## src/rtl/tcfifo_pkg.sv

```systemverilog
// ----------------------------------------------------------------------------
// tcfifo_pkg
// Shared types and codes for the two-class oldest-first FIFO.
// ----------------------------------------------------------------------------
`default_nettype none

package tcfifo_pkg;

  localparam int SEQ_W    = 16;
  localparam int MODE_W   = 3;
  localparam int STATUS_W = 2;

  localparam logic [MODE_W-1:0] MODE_PUSH_A  = 3'd0;
  localparam logic [MODE_W-1:0] MODE_PUSH_B  = 3'd1;
  localparam logic [MODE_W-1:0] MODE_POP_ANY = 3'd2;
  localparam logic [MODE_W-1:0] MODE_POP_A   = 3'd3;
  localparam logic [MODE_W-1:0] MODE_POP_B   = 3'd4;

  localparam logic [STATUS_W-1:0] STAT_OK    = 2'd0;
  localparam logic [STATUS_W-1:0] STAT_EMPTY = 2'd1;
  localparam logic [STATUS_W-1:0] STAT_FULL  = 2'd2;

  typedef enum logic [1:0] {
    S_IDLE,
    S_EXEC,
    S_RESP
  } tcfifo_state_t;

  typedef struct packed {
    logic load;
    logic exec;
  } tcfifo_cmd_t;

  typedef struct packed {
    logic empty;
    logic full;
  } tcfifo_qstat_t;

endpackage

`default_nettype wire

```

## src/rtl/tcfifo_ifs.sv

```systemverilog
// ----------------------------------------------------------------------------
// tcfifo_ifs
// Valid/ready channel interfaces for operation requests and results.
// ----------------------------------------------------------------------------
`default_nettype none

interface tcfifo_in_if #(
  parameter int TAG_WIDTH = 16
);
  logic                 valid;
  logic                 ready;
  logic [2:0]           mode;
  logic [TAG_WIDTH-1:0] item_tag;

  modport source (output valid, output mode, output item_tag, input ready);
  modport sink   (input valid, input mode, input item_tag, output ready);
endinterface

interface tcfifo_out_if #(
  parameter int TAG_WIDTH = 16
);
  logic                 valid;
  logic                 ready;
  logic [1:0]           status;
  logic [TAG_WIDTH-1:0] out_tag;
  logic                 out_class;

  modport source (output valid, output status, output out_tag, output out_class,
                  input ready);
  modport sink   (input valid, input status, input out_tag, input out_class,
                  output ready);
endinterface

`default_nettype wire

```

## src/rtl/tcfifo_queue.sv

```systemverilog
// ----------------------------------------------------------------------------
// tcfifo_queue
// One circular FIFO with a memory store and a registered read of its head.
// ----------------------------------------------------------------------------
`default_nettype none

module tcfifo_queue #(
  parameter int DEPTH  = 16,
  parameter int DATA_W = 32
) (
  input  wire logic                      clk,
  input  wire logic                      rst_n,
  input  wire logic                      push,
  input  wire logic                      pop,
  input  wire logic [DATA_W-1:0]         wr_data,
  output      logic [DATA_W-1:0]         head_data,
  output      tcfifo_pkg::tcfifo_qstat_t qstat
);
  import tcfifo_pkg::*;

  localparam int PTR_W = (DEPTH > 1) ? $clog2(DEPTH) : 1;
  localparam int CNT_W = $clog2(DEPTH + 1);

  logic [DATA_W-1:0] mem [DEPTH];
  logic [DATA_W-1:0] rd_r;
  logic [PTR_W-1:0]  head_r, head_nxt;
  logic [PTR_W-1:0]  tail_r, tail_nxt;
  logic [CNT_W-1:0]  count_r, count_nxt;

  function automatic logic [PTR_W-1:0] advance(input logic [PTR_W-1:0] p);
    return (p == PTR_W'(DEPTH - 1)) ? '0 : p + PTR_W'(1);
  endfunction

  always_comb begin
    head_nxt  = pop  ? advance(head_r) : head_r;
    tail_nxt  = push ? advance(tail_r) : tail_r;
    count_nxt = count_r;
    if (push && !pop) begin
      count_nxt = count_r + CNT_W'(1);
    end else if (pop && !push) begin
      count_nxt = count_r - CNT_W'(1);
    end
  end

  always_ff @(posedge clk) begin
    if (!rst_n) begin
      head_r  <= '0;
      tail_r  <= '0;
      count_r <= '0;
    end else begin
      head_r  <= head_nxt;
      tail_r  <= tail_nxt;
      count_r <= count_nxt;
    end
  end

  always_ff @(posedge clk) begin
    if (push) begin
      mem[tail_r] <= wr_data;
    end
  end

  always_ff @(posedge clk) begin
    rd_r <= mem[head_r];
  end

  assign head_data   = rd_r;
  assign qstat.empty = (count_r == '0);
  assign qstat.full  = (count_r == CNT_W'(DEPTH));

  a_no_push_full: assert property (@(posedge clk) disable iff (!rst_n)
    push |-> !qstat.full)
    else $error("push into a full queue");

  a_no_pop_empty: assert property (@(posedge clk) disable iff (!rst_n)
    pop |-> !qstat.empty)
    else $error("pop from an empty queue");

  a_count_range: assert property (@(posedge clk) disable iff (!rst_n)
    count_r <= CNT_W'(DEPTH))
    else $error("queue count beyond depth");

  a_count_push: assert property (@(posedge clk) disable iff (!rst_n)
    (push && !pop) |=> (count_r == $past(count_r) + CNT_W'(1)))
    else $error("count did not advance on push");

endmodule

`default_nettype wire

```

## src/rtl/tcfifo_ctrl.sv

```systemverilog
// ----------------------------------------------------------------------------
// tcfifo_ctrl
// Sequencer: accept an operation, execute it, present the result.
// ----------------------------------------------------------------------------
`default_nettype none

module tcfifo_ctrl (
  input  wire logic                    clk,
  input  wire logic                    rst_n,
  input  wire logic                    in_valid,
  output      logic                    in_ready,
  output      logic                    out_valid,
  input  wire logic                    out_ready,
  output      tcfifo_pkg::tcfifo_cmd_t cmd
);
  import tcfifo_pkg::*;

  tcfifo_state_t state_r, state_nxt;

  always_ff @(posedge clk) begin
    if (!rst_n) begin
      state_r <= S_IDLE;
    end else begin
      state_r <= state_nxt;
    end
  end

  always_comb begin
    state_nxt = state_r;
    in_ready  = 1'b0;
    out_valid = 1'b0;
    cmd       = '0;
    unique case (state_r)
      S_IDLE: begin
        in_ready = 1'b1;
        if (in_valid) begin
          cmd.load  = 1'b1;
          state_nxt = S_EXEC;
        end
      end
      S_EXEC: begin
        cmd.exec  = 1'b1;
        state_nxt = S_RESP;
      end
      S_RESP: begin
        out_valid = 1'b1;
        if (out_ready) begin
          state_nxt = S_IDLE;
        end
      end
      default: state_nxt = S_IDLE;
    endcase
  end

  a_exec_after_load: assert property (@(posedge clk) disable iff (!rst_n)
    cmd.load |=> cmd.exec)
    else $error("execute did not follow accept");

  a_resp_after_exec: assert property (@(posedge clk) disable iff (!rst_n)
    cmd.exec |=> out_valid)
    else $error("result not presented after execute");

  a_no_accept_busy: assert property (@(posedge clk) disable iff (!rst_n)
    out_valid |-> !in_ready)
    else $error("accepting while a result is pending");

endmodule

`default_nettype wire

```

## src/rtl/tcfifo_dp.sv

```systemverilog
// ----------------------------------------------------------------------------
// tcfifo_dp
// Datapath: operation registers, arrival counter, both class queues,
// oldest-head selection and the result register.
// ----------------------------------------------------------------------------
`default_nettype none

module tcfifo_dp #(
  parameter int QUEUE_DEPTH = 16,
  parameter int TAG_WIDTH   = 16
) (
  input  wire logic                          clk,
  input  wire logic                          rst_n,
  input  wire tcfifo_pkg::tcfifo_cmd_t       cmd,
  input  wire logic [tcfifo_pkg::MODE_W-1:0] in_mode,
  input  wire logic [TAG_WIDTH-1:0]          in_tag,
  output      logic [tcfifo_pkg::STATUS_W-1:0] res_status,
  output      logic [TAG_WIDTH-1:0]          res_tag,
  output      logic                          res_class
);
  import tcfifo_pkg::*;

  localparam int ENTRY_W = TAG_WIDTH + SEQ_W;

  logic [MODE_W-1:0]    mode_r;
  logic [TAG_WIDTH-1:0] tag_r;
  logic [SEQ_W-1:0]     arrival_r, arrival_nxt;
  logic [STATUS_W-1:0]  status_r, status_nxt;
  logic [TAG_WIDTH-1:0] otag_r, otag_nxt;
  logic                 ocls_r, ocls_nxt;

  logic                 push_a, push_b, pop_a, pop_b;
  logic [ENTRY_W-1:0]   head_a, head_b;
  tcfifo_qstat_t        qs_a, qs_b;
  logic [SEQ_W-1:0]     seq_diff;
  logic                 take_a;

  tcfifo_queue #(.DEPTH(QUEUE_DEPTH), .DATA_W(ENTRY_W)) u_queue_a (
    .clk       (clk),
    .rst_n     (rst_n),
    .push      (push_a),
    .pop       (pop_a),
    .wr_data   ({tag_r, arrival_r}),
    .head_data (head_a),
    .qstat     (qs_a)
  );

  tcfifo_queue #(.DEPTH(QUEUE_DEPTH), .DATA_W(ENTRY_W)) u_queue_b (
    .clk       (clk),
    .rst_n     (rst_n),
    .push      (push_b),
    .pop       (pop_b),
    .wr_data   ({tag_r, arrival_r}),
    .head_data (head_b),
    .qstat     (qs_b)
  );

  // Head A is older when the wrapped stamp difference is negative.
  assign seq_diff = head_a[SEQ_W-1:0] - head_b[SEQ_W-1:0];
  assign take_a   = qs_b.empty || (!qs_a.empty && seq_diff[SEQ_W-1]);

  always_comb begin
    push_a      = 1'b0;
    push_b      = 1'b0;
    pop_a       = 1'b0;
    pop_b       = 1'b0;
    status_nxt  = STAT_OK;
    otag_nxt    = '0;
    ocls_nxt    = 1'b0;
    arrival_nxt = arrival_r;
    unique case (mode_r)
      MODE_PUSH_A: begin
        if (qs_a.full) begin
          status_nxt = STAT_FULL;
        end else begin
          push_a = cmd.exec;
        end
      end
      MODE_PUSH_B: begin
        ocls_nxt = 1'b1;
        if (qs_b.full) begin
          status_nxt = STAT_FULL;
        end else begin
          push_b = cmd.exec;
        end
      end
      MODE_POP_ANY: begin
        if (qs_a.empty && qs_b.empty) begin
          status_nxt = STAT_EMPTY;
        end else if (take_a) begin
          pop_a    = cmd.exec;
          otag_nxt = head_a[ENTRY_W-1:SEQ_W];
        end else begin
          pop_b    = cmd.exec;
          ocls_nxt = 1'b1;
          otag_nxt = head_b[ENTRY_W-1:SEQ_W];
        end
      end
      MODE_POP_A: begin
        if (qs_a.empty) begin
          status_nxt = STAT_EMPTY;
        end else begin
          pop_a    = cmd.exec;
          otag_nxt = head_a[ENTRY_W-1:SEQ_W];
        end
      end
      MODE_POP_B: begin
        ocls_nxt = 1'b1;
        if (qs_b.empty) begin
          status_nxt = STAT_EMPTY;
        end else begin
          pop_b    = cmd.exec;
          otag_nxt = head_b[ENTRY_W-1:SEQ_W];
        end
      end
      default: begin
        status_nxt = STAT_OK;
      end
    endcase
    if (push_a || push_b) begin
      arrival_nxt = arrival_r + SEQ_W'(1);
    end
  end

  always_ff @(posedge clk) begin
    if (!rst_n) begin
      arrival_r <= SEQ_W'(1);
    end else begin
      arrival_r <= arrival_nxt;
    end
  end

  always_ff @(posedge clk) begin
    if (cmd.load) begin
      mode_r <= in_mode;
      tag_r  <= in_tag;
    end
    if (cmd.exec) begin
      status_r <= status_nxt;
      otag_r   <= otag_nxt;
      ocls_r   <= ocls_nxt;
    end
  end

  assign res_status = status_r;
  assign res_tag    = otag_r;
  assign res_class  = ocls_r;

  a_single_op: assert property (@(posedge clk) disable iff (!rst_n)
    $countones({push_a, push_b, pop_a, pop_b}) <= 1)
    else $error("more than one queue operation at once");

  a_ops_in_exec: assert property (@(posedge clk) disable iff (!rst_n)
    (push_a || push_b || pop_a || pop_b) |-> cmd.exec)
    else $error("queue operation outside execute");

  a_counter_hold: assert property (@(posedge clk) disable iff (!rst_n)
    !(push_a || push_b) |=> $stable(arrival_r))
    else $error("arrival counter moved without a push");

endmodule

`default_nettype wire

```

## src/rtl/two_class_fifo_oldest_first.sv

```systemverilog
// ----------------------------------------------------------------------------
// two_class_fifo_oldest_first
// Two class FIFOs sharing one arrival stamp, with oldest-first pop.
//
// An operation enters on in_ch (mode, item_tag) and one result leaves on
// out_ch (status, out_tag, out_class) for every operation. A transfer
// happens when valid and ready are both high at a rising clock edge.
// Modes push to class A or B, pop a given class, or pop whichever head
// was pushed first, judged by wrap-aware comparison of 16-bit stamps.
// Pops of an empty class report empty; pushes to a full class report full.
// After the input transfer the sequencer moves through its execute state
// to its result state, where out_ch.valid rises. A three-state
// sequencer accepts each operation, executes it against the queue
// memories, then holds the result register until the output transfer.
// While out_ch.ready is low the result is held and in_ch.ready stays
// low. Synchronous reset empties both queues and sets the arrival counter
// to one; stored entries keep their contents but are never used before
// being written.
// ----------------------------------------------------------------------------
`default_nettype none

module two_class_fifo_oldest_first #(
  parameter int QUEUE_DEPTH = 16,
  parameter int TAG_WIDTH   = 16
) (
  input wire logic clk,
  input wire logic rst_n,
  tcfifo_in_if.sink    in_ch,
  tcfifo_out_if.source out_ch
);
  import tcfifo_pkg::*;

  tcfifo_cmd_t cmd;
  logic        in_ready;
  logic        out_valid;

  tcfifo_ctrl u_ctrl (
    .clk       (clk),
    .rst_n     (rst_n),
    .in_valid  (in_ch.valid),
    .in_ready  (in_ready),
    .out_valid (out_valid),
    .out_ready (out_ch.ready),
    .cmd       (cmd)
  );

  tcfifo_dp #(.QUEUE_DEPTH(QUEUE_DEPTH), .TAG_WIDTH(TAG_WIDTH)) u_dp (
    .clk        (clk),
    .rst_n      (rst_n),
    .cmd        (cmd),
    .in_mode    (in_ch.mode),
    .in_tag     (in_ch.item_tag),
    .res_status (out_ch.status),
    .res_tag    (out_ch.out_tag),
    .res_class  (out_ch.out_class)
  );

  assign in_ch.ready  = in_ready;
  assign out_ch.valid = out_valid;

endmodule

`default_nettype wire
```

## src/flat_wrapper.sv

```systemverilog
// flat-port wrapper written by rule: the top's interface ports become plain ports
module two_class_fifo_oldest_first_flat import tcfifo_pkg::*;
#(
  parameter int QUEUE_DEPTH = 16,
  parameter int TAG_WIDTH   = 16
)
  (clk, rst_n, in_ch_valid, in_ch_mode, in_ch_item_tag, in_ch_ready, out_ch_valid, out_ch_status, out_ch_out_tag, out_ch_out_class, out_ch_ready);
  tcfifo_in_if #(.TAG_WIDTH(TAG_WIDTH)) in_ch_i ();
  tcfifo_out_if #(.TAG_WIDTH(TAG_WIDTH)) out_ch_i ();
  input wire logic clk;
  input wire logic rst_n;
  input wire logic [$bits(in_ch_i.valid)-1:0] in_ch_valid;
  input wire logic [$bits(in_ch_i.mode)-1:0] in_ch_mode;
  input wire logic [$bits(in_ch_i.item_tag)-1:0] in_ch_item_tag;
  output wire logic [$bits(in_ch_i.ready)-1:0] in_ch_ready;
  output wire logic [$bits(out_ch_i.valid)-1:0] out_ch_valid;
  output wire logic [$bits(out_ch_i.status)-1:0] out_ch_status;
  output wire logic [$bits(out_ch_i.out_tag)-1:0] out_ch_out_tag;
  output wire logic [$bits(out_ch_i.out_class)-1:0] out_ch_out_class;
  input wire logic [$bits(out_ch_i.ready)-1:0] out_ch_ready;
  assign in_ch_i.valid = in_ch_valid;
  assign in_ch_i.mode = in_ch_mode;
  assign in_ch_i.item_tag = in_ch_item_tag;
  assign in_ch_ready = in_ch_i.ready;
  assign out_ch_valid = out_ch_i.valid;
  assign out_ch_status = out_ch_i.status;
  assign out_ch_out_tag = out_ch_i.out_tag;
  assign out_ch_out_class = out_ch_i.out_class;
  assign out_ch_i.ready = out_ch_ready;
  two_class_fifo_oldest_first #(.QUEUE_DEPTH(QUEUE_DEPTH), .TAG_WIDTH(TAG_WIDTH)) u_core (.clk(clk), .rst_n(rst_n), .in_ch(in_ch_i), .out_ch(out_ch_i));
endmodule
```

## config.mk

```make
export PLATFORM = sky130hd
export DESIGN_NAME = two_class_fifo_oldest_first_flat
export DESIGN_NICKNAME = d
export VERILOG_FILES = /design/src/rtl/tcfifo_pkg.sv /design/src/rtl/tcfifo_ifs.sv /design/src/rtl/tcfifo_queue.sv /design/src/rtl/tcfifo_ctrl.sv /design/src/rtl/tcfifo_dp.sv /design/src/rtl/two_class_fifo_oldest_first.sv /design/src/flat_wrapper.sv
export SDC_FILE = /design/constraint.sdc
export NUM_CORES = 1
export LEC_CHECK = 0
export BUFFER_PORTS_ARGS = -buffer_cell sky130_fd_sc_hd__buf_2
export CORE_MARGIN = 2
export CORE_UTILIZATION = 55
export DETAILED_ROUTE_END_ITERATION = 16
export GPL_ROUTABILITY_DRIVEN = 1
export PLACE_DENSITY = 0.81
export SLEW_MARGIN = 10
export SYNTH_ARGS = -nofsm -noshare
export SYNTH_HDL_FRONTEND = slang
export SYNTH_SLANG_ARGS = --single-unit
```

## constraint.sdc

```tcl
create_clock -name clk -period 4.85 [get_ports clk]
set_input_delay 0.97 -clock clk [delete_from_list [all_inputs] [get_ports clk]]
set_output_delay 0.97 -clock clk [all_outputs]
set_load 0.03 [all_outputs]
```

==> qor.txt <==
Yosys top cell by area -> edfxtp_1
Ys flop type -> edfxtp_1
Top Family by Delay on Critical Path -> compound AO/OA/AOI/OAI gates
Final nets -> 2097
Hold Path Stages -> 1
Fraction of layout instances using a drive strength above 1 -> 0.298
Number of synthesized register bits -> 1170
Synth top area share -> 0.726
Final Hold Fails -> 0
Clk network pwr share -> 0.428
Netlist cell types -> 59
Worst Tran Pin Value -> 1.29 ns
Setup Buffers After CTS -> 0
Crit path capture type -> flop
CP bufs+invs -> 2
Initial drt markers -> 3110
Clock root buffer -> clkbuf_16
P&R area growth vs syn -> 12.2%
Final Max Slew Viols -> 0
R2R depth -> 16
Crit Path Class -> flop to flop
First-pass GRT wire length -> 151 mm
P_leak -> 15.4 nW
Commonest non-fill, non-tap cell in the layout -> edfxtp_1
Die height -> 287 um
DR vias -> 21100
I/O pin total -> 44
Post-synthesis xor/xnor area fraction -> 0.00518
Multiplexer area fraction after synthesis -> 0.165
Sequential share of power -> 0.562
PostCTS Resize Cnt -> 0
Syn Nets -> 1984
Synth Area in Compound Gates -> 0.0132
Post-synthesis simple-gate area fraction -> 0.0201
Endpoints failing setup -> 0
GRT overflow -> 0
WL per Instance -> 32.6 um
Tot GR Track Use -> 0.257
Combinational power share -> 0.010
Slew headroom -> 0.140
Int Power -> 15.9 mW
Switching Share -> 0.196
Vias/cell -> 6.64
Status -> finished, final reports clean
Largest net degree at the start of global routing -> 69
Mapped Area -> 0.0440 mm^2
Final worst path period share -> 0.835
CTS Sinks -> 1170
Final critical-path required period -> 4.05 ns
Crit path depth -> 16
Main combinational cell family by area after synthesis -> multiplexers
CTS Buffer Depth -> 3
Crit start category -> flop
Fin Setup TNS -> 0 ns
Worst skew pair latency -> 0.67 ns
Die area -> 0.0822 mm^2
Vias in the first global route -> 21900
Min-Delay Path Class -> input port to flop
Core Region -> 0.0790 mm^2
Post-synthesis cell count -> 1926
Post-detail-place hpwl -> 54.1 mm
Clk slew on worst S/H paths -> 0.07 ns
Post-synthesis adder-cell area fraction -> 0.0103
Max Clk Rate -> 247 MHz
Post-synthesis async set-or-reset flop share -> 0
Crit-path cells -> inv_1, ha_1, and3_1, o21ai_0, nand3_1, a41o_1, a21o_1, nand2_1, ha_1, inv_1, ha_1, a21o_1, a21oi_1, xnor2_1, or3_1, a21oi_1
Routed Antenna Nets -> 0
CTS buffer count -> 105
Syn avg cell area -> 22.8 um^2
EDFF count, synth -> 1062
TritonCTS clock tree -> yes
H-tree Lvls -> 3
Die W -> 287 um
Total iterations of the first detailed-routing run -> 5
Cts hold-fix bufs -> 0
RePlAce Congestion -> 0.824
Layout fillers -> 4871
CP most frequent cell -> ha_1
Antenna violations before repair -> 1
Power Dens Cells -> 400 mW/mm^2
Commonest cells after routing, fill and taps aside -> edfxtp_1, mux4_2, clkbuf_16
RSZ-0062 raised after global routing -> no
IO Port Bufs -> 43
Max cap viols -> 0
Row cnt -> 103
Pwr Total -> 19.7 mW
CP Max Fanout -> 4
Worst path slowest cell -> ha_1
Skew final -> 0.0245 ns
Yosys warns -> 0
Register area share after synthesis -> 0.775
Final WL -> 104 mm
Initial Util -> 0.556
Fin util -> 0.624
Critical Path RT -> 5.42 ns
Synth area leaders -> edfxtp_1, mux4_2, dfxtp_1
Peak per-stage delay on the critical path -> 0.35 ns
Crit path DAT -> 4.62 ns
Worst IR Drop VDD -> 0.000356 V
Net Sw Power -> 3.86 mW
Drt drc -> 0
-- stage by stage --
stage	hold WS [ns]	cell area [um^2]	worst slack [ns]	cells
after floorplan	0.492	44000	0.690	1926
after global placement	0.514	45800	1.36	2982
after detailed placement	0.511	45800	1.28	2982
after CTS	0.452	49300	0.963	3180
after global routing	0.465	49300	0.776	3180
final	0.477	49300	0.800	3181
-- routing by layer --
| metal | vias up | track usage | routed length, um |
|---|---|---|---|
| met4 | 2 | 0.101 | 3860 |
| met5 | - | 0 | 13 |
| met1 | 11100 | 0.357 | 38100 |
| li1 | 8277 | - | - |
| met2 | 1504 | 0.414 | 51400 |
| met3 | 220 | 0.0437 | 10200 |
-- layout make-up --
cell class	count	area, um^2	share of cell area
clock inverter	52	552	0.0112
timing repair buffer	96	701	0.0142
multi-input combinational	635	9620	0.195
tap	1050	1310	0.0266
clock buffer	146	2930	0.0593
sequential	1170	34100	0.691
antenna	1	2.50	0.0000507
inverter	31	116	0.00236
-- cells by family (layout without fill, tap and decap cells) --
group | after synthesis | count (layout)
buf+inv | 121 | 325
flops | 1170 | 1170
xor+xnor | 26 | 26
other cells | 0 | 1
fa+ha+maj | 35 | 35
compound gates | 84 | 84
mux | 325 | 325
simple gates | 165 | 165
-- synth_stat cells (4+ instances only) --
library cell	number
clkbuf_1	49
a21oi_2	4
nand4_1	8
nand3_1	9
nand2b_1	11
dfxtp_1	108
xor2_1	20
a21oi_1	24
xnor2_1	6
edfxtp_1	1062
nand2_1	31
and2_1	4
ha_1	33
a21o_1	10
buf_1	13
mux2i_1	5
o21ai_0	15
a22o_1	16
and3_1	4
or3_1	7
buf_2	25
mux4_2	320
nor2_1	60
nor3_1	8
inv_1	30
-- final timing paths --
check                                      start                               end  slack [ns]
max          u_core.u_dp.u_queue_b.head_data[13]  u_core.u_dp.u_queue_a.count_r[4]        0.80
min reg2reg  u_core.u_dp.u_queue_a.head_data[18]            u_core.u_dp.res_tag[2]        0.53
min                           in_ch_item_tag[14]             u_core.u_dp.tag_r[14]        0.48
max reg2reg  u_core.u_dp.u_queue_b.head_data[13]  u_core.u_dp.u_queue_a.count_r[4]        0.80
-- flip-flops by register name (all words and copies together), names as in the netlist --
register	count
u_core.u_dp.u_queue_a.mem	512
u_core.u_dp.u_queue_b.mem	512
u_core.u_dp.u_queue_a.head_data	32
u_core.u_dp.u_queue_b.head_data	32
u_core.u_dp.arrival_r	16
u_core.u_dp.res_tag	16
u_core.u_dp.tag_r	16
u_core.u_dp.u_queue_a.count_r	5
u_core.u_dp.u_queue_b.count_r	5
u_core.u_dp.u_queue_a.head_r	4
u_core.u_dp.u_queue_a.tail_r	4
u_core.u_dp.u_queue_b.head_r	4
u_core.u_dp.u_queue_b.tail_r	4
u_core.u_dp.mode_r	3
u_core.u_ctrl.state_r	2
u_core.u_dp.res_status	2
u_core.u_dp.res_class	1
-- power by group through the flow --
stage	combinational, mW	sequential [mW]	clock, mW
after floorplan	0.117	11.3	0
after global placement	0.188	11.3	0
after detailed placement	0.194	11.3	0
after CTS	0.200	11.1	8.49
after global routing	0.214	11.1	8.85
final	0.205	11.1	8.44
(Power assumes the default switching activity.)
